==> config.mk <==
export PLATFORM = sky130hd
export DESIGN_NAME = palette_tint_pixel_mapper_unit
export DESIGN_NICKNAME = d
export VERILOG_FILES = /design/src/design/ptm_pkg.sv /design/src/design/palette_tint_pixel_mapper_unit.sv /design/src/design/ptm_ram.sv /design/src/design/ptm_tint.sv
export SDC_FILE = /design/constraint.sdc
export NUM_CORES = 2
export LEC_CHECK = 0
export BUFFER_PORTS_ARGS = -buffer_cell sky130_fd_sc_hd__buf_4
export CAP_MARGIN = 20
export CORE_MARGIN = 2
export CORE_UTILIZATION = 50
export CTS_CLUSTER_SIZE = 10
export DETAILED_ROUTE_END_ITERATION = 10
export PLACE_DENSITY = 0.65
export SYNTH_ARGS = -nofsm -noshare
export SYNTH_HDL_FRONTEND = slang
export SYNTH_HIERARCHICAL = 1
export SYNTH_SLANG_ARGS = --single-unit
==> constraint.sdc <==
create_clock -name clk -period 5.3 [get_ports clk]
set_input_delay 1.06 -clock clk [delete_from_list [all_inputs] [get_ports clk]]
set_output_delay 1.06 -clock clk [all_outputs]
set_load 0.03 [all_outputs]
==> src/design/ptm_pkg.sv <==
package ptm_pkg;

    localparam int PALETTE_ENTRIES_DEF = 256;
    localparam int COLOR_W             = 16;
    localparam int INDEX_W             = 8;
    localparam int BYTE_W              = 8;
    localparam int GRAD_W              = 4;
    localparam int CFG_INDEX_W         = 3;

    localparam logic [INDEX_W-1:0] MATERIAL_BASE = 8'd192;
    localparam logic [COLOR_W-1:0] COLOR_KEY     = 16'hF81F;

    localparam logic CMD_PALETTE_WRITE = 1'b0;
    localparam logic CMD_PIXEL         = 1'b1;

    localparam logic [CFG_INDEX_W-1:0] CFG_MATERIAL_A = 3'd0;
    localparam logic [CFG_INDEX_W-1:0] CFG_MATERIAL_B = 3'd1;
    localparam logic [CFG_INDEX_W-1:0] CFG_MATERIAL_C = 3'd2;
    localparam logic [CFG_INDEX_W-1:0] CFG_MATERIAL_D = 3'd3;
    localparam logic [CFG_INDEX_W-1:0] CFG_MASK_ENABLE = 3'd4;

    typedef struct packed {
        logic               cmd;
        logic [INDEX_W-1:0] index;
        logic [BYTE_W-1:0]  red_in;
        logic [BYTE_W-1:0]  green_in;
        logic [BYTE_W-1:0]  blue_in;
    } req_t;

    typedef struct packed {
        logic [COLOR_W-1:0] pixel_color;
        logic               pixel_write;
    } rsp_t;

    function automatic logic [COLOR_W-1:0] pack565(
        input logic [BYTE_W-1:0] r,
        input logic [BYTE_W-1:0] g,
        input logic [BYTE_W-1:0] b
    );
        return {r[7:3], g[7:2], b[7:3]};
    endfunction

    // floor(ch * grad / 8), clamped to 255
    function automatic logic [BYTE_W-1:0] scale_channel(
        input logic [BYTE_W-1:0] ch,
        input logic [GRAD_W-1:0] grad
    );
        logic [BYTE_W+GRAD_W-1:0] prod;
        logic [BYTE_W:0]          v;
        prod = {{GRAD_W{1'b0}}, ch} * {{BYTE_W{1'b0}}, grad};
        v    = prod[BYTE_W+GRAD_W-1:3];
        return v[BYTE_W] ? {BYTE_W{1'b1}} : v[BYTE_W-1:0];
    endfunction

endpackage

==> src/design/palette_tint_pixel_mapper_unit.sv <==
// Each accepted pixel word yields a result on rsp; palette writes and pixels
// may interleave freely. Throughput: one word per cycle unless rsp stalls.
// Stages: input register, palette RAM read / tint register, output register.
// Palette writes produce no result; the palette RAM is not cleared at reset.
// Reset (rst_n, async low): pipeline empty, material colors 0, masking on.
module palette_tint_pixel_mapper_unit
    import ptm_pkg::*;
    #(
        parameter int PALETTE_ENTRIES = PALETTE_ENTRIES_DEF
    )
    (
        input  logic                   clk,
        input  logic                   rst_n,
        input  logic                   req_valid,
        output logic                   req_ready,
        input  req_t                   req,
        output logic                   rsp_valid,
        input  logic                   rsp_ready,
        output rsp_t                   rsp,
        input  logic                   cfg_valid,
        output logic                   cfg_ready,
        input  logic [CFG_INDEX_W-1:0] cfg_index,
        input  logic [COLOR_W-1:0]     cfg_data
    );

    localparam int ADDR_W = $clog2(PALETTE_ENTRIES);

    logic [COLOR_W-1:0] material_reg [4];
    logic               mask_enable_reg;

    logic               s1_valid_reg;
    req_t               s1_req_reg;
    logic               s2_valid_reg;
    logic               s2_material_reg;
    logic [COLOR_W-1:0] s2_tint_reg;
    logic               out_valid_reg;
    rsp_t               out_rsp_reg;

    logic               out_take;
    logic               s2_take;
    logic               s1_move;
    logic               s1_is_pixel;
    logic               s1_material;
    logic [COLOR_W-1:0] tint_color;
    logic [COLOR_W-1:0] pal_rdata;
    rsp_t               s2_rsp;

    assign cfg_ready = 1'b1;

    always_ff @(posedge clk or negedge rst_n)
    begin
        if (!rst_n)
        begin
            material_reg[0] <= '0;
            material_reg[1] <= '0;
            material_reg[2] <= '0;
            material_reg[3] <= '0;
            mask_enable_reg <= 1'b1;
        end
        else if (cfg_valid && cfg_ready)
        begin
            unique case (cfg_index)
                CFG_MATERIAL_A:  material_reg[0] <= cfg_data;
                CFG_MATERIAL_B:  material_reg[1] <= cfg_data;
                CFG_MATERIAL_C:  material_reg[2] <= cfg_data;
                CFG_MATERIAL_D:  material_reg[3] <= cfg_data;
                CFG_MASK_ENABLE: mask_enable_reg <= cfg_data[0];
                default:         ;
            endcase
        end
    end

    // flow control
    assign out_take    = !out_valid_reg || rsp_ready;
    assign s2_take     = !s2_valid_reg || out_take;
    assign s1_is_pixel = (s1_req_reg.cmd == CMD_PIXEL);
    assign s1_move     = s1_valid_reg && (!s1_is_pixel || s2_take);
    assign req_ready   = !s1_valid_reg || s1_move;

    assign s1_material = (s1_req_reg.index >= MATERIAL_BASE);

    ptm_ram
        #(
            .WIDTH (COLOR_W),
            .DEPTH (PALETTE_ENTRIES)
        )
        u_palette
        (
            .clk   (clk),
            .we    (s1_move && !s1_is_pixel),
            .waddr (s1_req_reg.index[ADDR_W-1:0]),
            .wdata (pack565(s1_req_reg.red_in, s1_req_reg.green_in, s1_req_reg.blue_in)),
            .re    (s1_move && s1_is_pixel),
            .raddr (s1_req_reg.index[ADDR_W-1:0]),
            .rdata (pal_rdata)
        );

    ptm_tint u_tint
        (
            .base_color (material_reg[s1_req_reg.index[5:4]]),
            .grad       (s1_req_reg.index[GRAD_W-1:0]),
            .tint_color (tint_color)
        );

    always_comb
    begin
        s2_rsp = '0;
        if (s2_material_reg)
        begin
            s2_rsp.pixel_color = s2_tint_reg;
            s2_rsp.pixel_write = 1'b1;
        end
        else if (mask_enable_reg && pal_rdata == COLOR_KEY)
        begin
            s2_rsp.pixel_color = '0;
            s2_rsp.pixel_write = 1'b0;
        end
        else
        begin
            s2_rsp.pixel_color = pal_rdata;
            s2_rsp.pixel_write = 1'b1;
        end
    end

    always_ff @(posedge clk or negedge rst_n)
    begin
        if (!rst_n)
        begin
            s1_valid_reg  <= 1'b0;
            s2_valid_reg  <= 1'b0;
            out_valid_reg <= 1'b0;
        end
        else
        begin
            if (req_ready)
            begin
                s1_valid_reg <= req_valid;
            end
            if (s2_take)
            begin
                s2_valid_reg <= s1_valid_reg && s1_is_pixel;
            end
            if (out_take)
            begin
                out_valid_reg <= s2_valid_reg;
            end
        end
    end

    always_ff @(posedge clk)
    begin
        if (req_valid && req_ready)
        begin
            s1_req_reg <= req;
        end
        if (s1_move && s1_is_pixel)
        begin
            s2_material_reg <= s1_material;
            s2_tint_reg     <= tint_color;
        end
        if (out_take && s2_valid_reg)
        begin
            out_rsp_reg <= s2_rsp;
        end
    end

    assign rsp_valid = out_valid_reg;
    assign rsp       = out_rsp_reg;

endmodule

==> src/design/ptm_ram.sv <==
module ptm_ram
    #(
        parameter int WIDTH = 16,
        parameter int DEPTH = 256
    )
    (
        input  logic                     clk,
        input  logic                     we,
        input  logic [$clog2(DEPTH)-1:0] waddr,
        input  logic [WIDTH-1:0]         wdata,
        input  logic                     re,
        input  logic [$clog2(DEPTH)-1:0] raddr,
        output logic [WIDTH-1:0]         rdata
    );

    logic [WIDTH-1:0] mem [DEPTH];
    logic [WIDTH-1:0] rdata_reg;

    always_ff @(posedge clk)
    begin
        if (we)
        begin
            mem[waddr] <= wdata;
        end
        if (re)
        begin
            rdata_reg <= mem[raddr];
        end
    end

    assign rdata = rdata_reg;

endmodule

==> src/design/ptm_tint.sv <==
module ptm_tint
    import ptm_pkg::*;
    (
        input  logic [COLOR_W-1:0] base_color,
        input  logic [GRAD_W-1:0]  grad,
        output logic [COLOR_W-1:0] tint_color
    );

    logic [BYTE_W-1:0] r_exp;
    logic [BYTE_W-1:0] g_exp;
    logic [BYTE_W-1:0] b_exp;

    assign r_exp = {base_color[15:11], 3'b000};
    assign g_exp = {base_color[10:5], 2'b00};
    assign b_exp = {base_color[4:0], 3'b000};

    assign tint_color = pack565(scale_channel(r_exp, grad),
                                scale_channel(g_exp, grad),
                                scale_channel(b_exp, grad));

endmodule

Yosys cells after proc, flatten, opt, wreduce, memory -nomap -nowiden
Memories as Yosys holds them, arrays and structs flattened. A register that Yosys moved wholly into a read port is not among the register bits.
Index checks and enable logic that the tools add are counted.

storage, ports and cells
  input port bits = 57
  latch bits = 0
  bits in read-only memories = 0
  bits in writable memories = 4,096
  memories kept = 1
  flip-flop bits (word level) = 135
  logic and storage cells = 59

cells by class
  divide/modulo/power cells = 0
  multipliers = 3
  bitwise logic cells = 1
  equal/unequal tests = 5
  shifts and indexed selects = 0
  $add $sub $neg = 0
  reduce and logical (&&, ||, !) cells = 21
  $lt $le $gt $ge = 2
  mux-type cells = 7

memory list
  memory         depth  width  rd ports  clocked after Yosys merged registers in  wr ports  line           RTL
  u_palette.mem  256    16     1         1                                        1         ptm_ram.sv:16  logic [WIDTH-1:0] mem [DEPTH];

operators by type and width
  kind                                                      count
  2-to-1 mux 17 bit                                         2
  binary-select mux 16 bit (select 2 bit)                   1
  2-to-1 mux 16 bit                                         2
  multiplier 5 x 4 -> 9 bit                                 2
  == test 16 bit, second input constant                     1
  multiplier 6 x 4 -> 10 bit                                1
  AND reduction 2 bit                                       5
  greater-or-equal comparator 8 bit, second input constant  1
  logical AND 1 bit                                         7
  == test 3 x 2 -> 1 bit, second input constant             2
  logical NOT 1 bit                                         4
  logical OR 1 bit                                          4
  == test 3 x 1 -> 1 bit, second input constant             1
  == test 3 bit, second input constant                      1
  greater-or-equal comparator 3 bit, second input constant  1
  logical NOT 3 bit                                         1
  NOT 2 -> 3 bit                                            1
  2-to-1 mux 1 bit                                          2

Longest topological paths before layout
  depth in word-level cells = 8
  depth in mapped cells = 14
  depth with buffers taken out = 12

By module
The synthesis kept the hierarchy.

modules (own cells, without submodules)
  module                          cells an instance  seq. area each (um^2)  times used  area an instance (um^2)
  ptm_ram                         7,360              123,478.4              1           158,874.9
  palette_tint_pixel_mapper_unit  277                3,474.6                1           5,112.4
  ptm_tint                        227                0.0                    1           1,845.5

Least setup slack after synthesis
Ideal clock, no wire load.

  path kind = reg2reg
  from = register s1_req_reg[28] (netlist name)
  to = register s2_tint_reg[8] (data pin)
  path buffers = 2
  library setup time = 254 ps
  cell stages (with the launch flop) = 15
  slack = 1,131 ps
  data arrival time = 3,915 ps
  cell sequence = edfxtp_1 > buf_2 > buf_4 > mux4_2 > and2_1 > fa_1 > inv_1 > fa_1 > inv_1 > ha_1 > nand4_1 > o22ai_2 > a311oi_2 > o2bb2ai_2 > a21bo_1

on the way
  longest elaborated chain between the ends = 5

ends and longest elaborated chain
  item                                                   line                                   RTL
  from (decl)                                            palette_tint_pixel_mapper_unit.sv:32   req_t s1_req_reg;
  from (signal assigned)                                 palette_tint_pixel_mapper_unit.sv:154  s1_req_reg <= req;
  NOT 2 -> 3 bit (not written as such)                   palette_tint_pixel_mapper_unit.sv:100  .base_color (material_reg[s1_req_reg.index[5:4]]),
  binary-select mux 16 bit (select 2 bit)                palette_tint_pixel_mapper_unit.sv:100
  2-to-1 mux 16 bit (not written as such) (2 in series)  palette_tint_pixel_mapper_unit.sv:100
  multiplier 6 x 4 -> 10 bit                             ptm_pkg.sv:50                          prod = {{GRAD_W{1'b0}}, ch} * {{BYTE_W{1'b0}}, grad};
  to (signal assigned)                                   palette_tint_pixel_mapper_unit.sv:159  s2_tint_reg <= tint_color;
  to (decl)                                              palette_tint_pixel_mapper_unit.sv:35   logic [COLOR_W-1:0] s2_tint_reg;

Every way passes these cells. The select of a mux whose other input is x is not followed.
A chain may end at the register's enable or synchronous reset.

Worst setup path in the final report
  from = register s1_req_reg[28] (netlist name)
  to = memory u_palette.mem[220][15] (enable)

RTL lines
  item       line
  to (decl)  ptm_ram.sv:16

Straight into the memory's write port.

==> metrics.md <==
| Metric | Value |
|---|---|
| Critical path buffer and inverter count | 3 |
| Max cap viols | 0 |
| Kind of end point of the critical path | register |
| Net Sw Frac | 21.5% |
| Drt wl/cell | 32.9 µm |
| Routed vias/inst | 6.46 |
| Max_slew headroom | 12.9% |
| CP Max Fanout | 58 |
| Chip Height | 580 µm |
| Total Neg Setup Slack | 0 ns |
| Average cell area after synthesis | 21.1 µm² |
| Synthesized area | 166,000 µm² |
| I/O pin count | 77 |
| Compound-gate portion of the synthesized area | 3.63% |
| Cell-internal power | 54.6 mW |
| Sequential element share of the synthesized area | 76.6% |
| Simple-gate portion of the synthesized area | 1.95% |
| Vias post-DR | 83,400 |
| Global route overflow | 0 |
| Max stage delay cell, worst path | nor2_1 |
| Synth top area cells | edfxtp_1, mux4_2, mux2i_1, o221ai_1, mux2_2 |
| Worst vdd ir | 0.312 mV |
| Nets | 8,572 |
| Worst-case clock buffer depth | 4 |
| Mapped Nets | 7,975 |
| Core area | 330,000 µm² |
| RSZ-0062 raised after global routing | no |
| Adder and majority gate portion of the synthesized area | 0.498% |
| Sw Pwr | 14.9 mW |
| DRC Markers | 0 |
| Slew Limit Fails | 0 |
| Fin. Hold Viols | 0 |
| Final period util | 89.6% |
| Starting density of the core | 50.2% |
| Post-DRT Antenna Nets | 0 |
| Post-Synth XOR/XNOR Area | 0.0264% |
| CTS buffer count | 466 |
| Most used cell, CP | buf_4 |
| Max FFs per register | 4,096 |
| Layout cells sized above 1 | 25.6% |
| Yosys top cell area share | 75.5% |
| Startpoint types | register |
| # setup viols final | 0 |
| First-pass GRT wire length | 604,000 µm |
| Starting DRT DRC Count | 11,200 |
| # fillers | 23,900 |
| Hold WC Path Type | in2async |
| Most frequent cells in the layout | edfxtp_1, mux4_2, mux2i_1 |
| Initial antenna violation count | 12 |
| Commonest non-fill, non-tap cell in the layout | edfxtp_1 |
| Comb power frac | 6.4% |
| Setup CP Type | reg2reg |
| Dpl hpwl | 248,000 µm |
| LEAKAGE | 59.8 nW |
| Largest family of logic cells by synthesized area | multiplexers |
| WP data arrival | 5.40 ns |
| Total GRT Usage | 24.9% |
| GP Congestion | 0.931 |
| Critical path data required time | 5.95 ns |
| Final hold slack | 0.187 ns |
| WL final | 424,000 µm |
| Seq cells post-synth | 4,239 |
| Distinct cells, synth | 74 |
| Setup Skew | 0.0553 ns |
| Worst-Margin Slew | 1.31 ns |
| Clock Latency Late Sink | 0.99 ns |
| Clock Power Share | 39.9% |
| Sequential share of power | 53.7% |
| CP max stage delay | 0.90 ns |
| Warnings from Yosys | 6 |
| Setup Buffers After CTS | 0 |
| Critical path, cell by cell | buf_4, buf_4, nor2b_1, nand3_1, nor2_1, buf_4 |
| CTS tree | built |
| Cell Rows | 211 |
| Largest delay contributor family on the critical path | simple AND/OR/NAND/NOR gates |
| Worst-path clk slew | 0.06 ns |
| Area growth from synthesis to layout | 12.5% |
| Vias in the first global route | 82,400 |
| Die area | 336,000 µm² |
| CTS Hold Bufs | 0 |
| H-tree depth | 5 |
| Fmax | 211 MHz |
| Largest net degree at the start of global routing | 209 |
| Pwr per Cell Area | 373 nW/µm² |
| Drt pass-1 iters | 6 |
| Number of flops mapped to enable cells by yosys | 4,171 |
| Die W | 580 µm |
| Mux contribution to synthesized area | 15.6% |
| CTS root buf | clkbuf_16 |
| Most common flop cell mapped by yosys | edfxtp_1 |
| Status | completed |
| Cell count after synthesis | 7,864 |
| Clock sinks | 4,239 |
| Post-synth top area cell | edfxtp_1 |
| CTS resizes | 0 |
| Port Buf Inserts | 67 |
| Ys async rst share | 1.60% |
| Post-layout minimum cycle time | 4.75 ns |
## through the flow
stage	power [mW]	setup WS, ns	instance area, µm²	instances	util [%]
floorplan	40.9	1.13	166000	7864	-
global placement	42.3	0.712	174000	12400	52.7
detailed placement	42.4	0.692	174000	12400	52.7
CTS	69.9	0.623	186000	12900	56.5
global route	71.5	0.429	186000	12900	56.5
finish	69.5	0.552	186000	12900	56.5
## synthesized netlist by cell type, types with 20 or more instances
cell,count
edfxtp_1,4171
mux4_2,813
mux2i_1,574
nor2_1,311
o221ai_1,252
clkbuf_1,235
a21oi_1,191
mux2_2,157
o22ai_1,149
nor3_1,96
buf_2,82
buf_6,80
dfrtp_1,67
nand2_1,66
and2_1,47
o21ai_0,46
a22oi_1,44
nand3_1,38
ha_1,34
a22o_1,32
nand4_1,30
a221oi_1,29
buf_4,29
buf_1,27
inv_1,26
fa_1,20
o32ai_1,20
## layout make-up
| class | count | area (µm²) | share of cell area, % |
|---|---|---|---|
| diodes | 5 | 12.5 | 0.00671 |
| clock buffers | 513 | 12000 | 6.45 |
| clock inverters | 29 | 395 | 0.212 |
| inverters | 27 | 114 | 0.0611 |
| multi-input cells | 3127 | 36200 | 19.4 |
| flip-flops and latches | 4239 | 127000 | 68.1 |
| well taps | 4366 | 5460 | 2.93 |
| repair buffers | 600 | 5290 | 2.84 |
## per-layer routing
metal	routed length [µm]	global-route usage (%)
met4	15600	8.38
met3	43600	5.64
met1	169000	35.8
met2	196000	38.1
met5	13	0
## cells by family (layout without fill, tap and decap cells)
family,Yosys count,in the layout
buffers and inverters,498,1169
flip-flops,4239,4239
XOR/XNOR,5,5
AND/OR/NAND/NOR,680,680
multiplexers,1546,1546
other,1,6
AO/OA/AOI/OAI,841,841
adder cells (fa/ha/maj),54,54
## worst register-to-register path: cells and delay by family (launching register included)
kind	cells	cell delay, ns
buf+inv	3	1.63
flops	1	0.63
simple gates	3	2.15
## worst paths after layout
kind | slack, ns | start | cells past startpoint | to
max in group asynchronous | 4.57 | rst_n | 1 | material_reg[36]$_DFFE_PN0P_
min in group clk | 0.25 | req[27] | 1 | s1_req_reg[27]$_DFFE_PP_
max reg2reg | 0.55 | s1_req_reg[28]$_DFFE_PP_ | 6 | u_palette/mem[220][15]$_DFFE_PP_
min | 0.19 | rst_n | 1 | s2_valid_reg$_DFFE_PN0P_
max | 0.55 | s1_req_reg[28]$_DFFE_PP_ | 6 | u_palette/mem[220][15]$_DFFE_PP_
min reg2reg | 0.49 | s2_valid_reg$_DFFE_PN0P_ | 1 | rsp_valid$_DFFE_PN0P_
## power groups by stage
stage / registers (mW) / logic (mW) / clock network [mW]
after CTS: 37.3 / 4.45 / 28.2
after floorplan: 38.3 / 2.60 / 0
final: 37.3 / 4.46 / 27.8
after detailed placement: 38.0 / 4.44 / 0
after global placement: 38.0 / 4.35 / 0
after global routing: 37.3 / 4.75 / 29.4
Note: power is estimated with default switching activity, not from simulation.
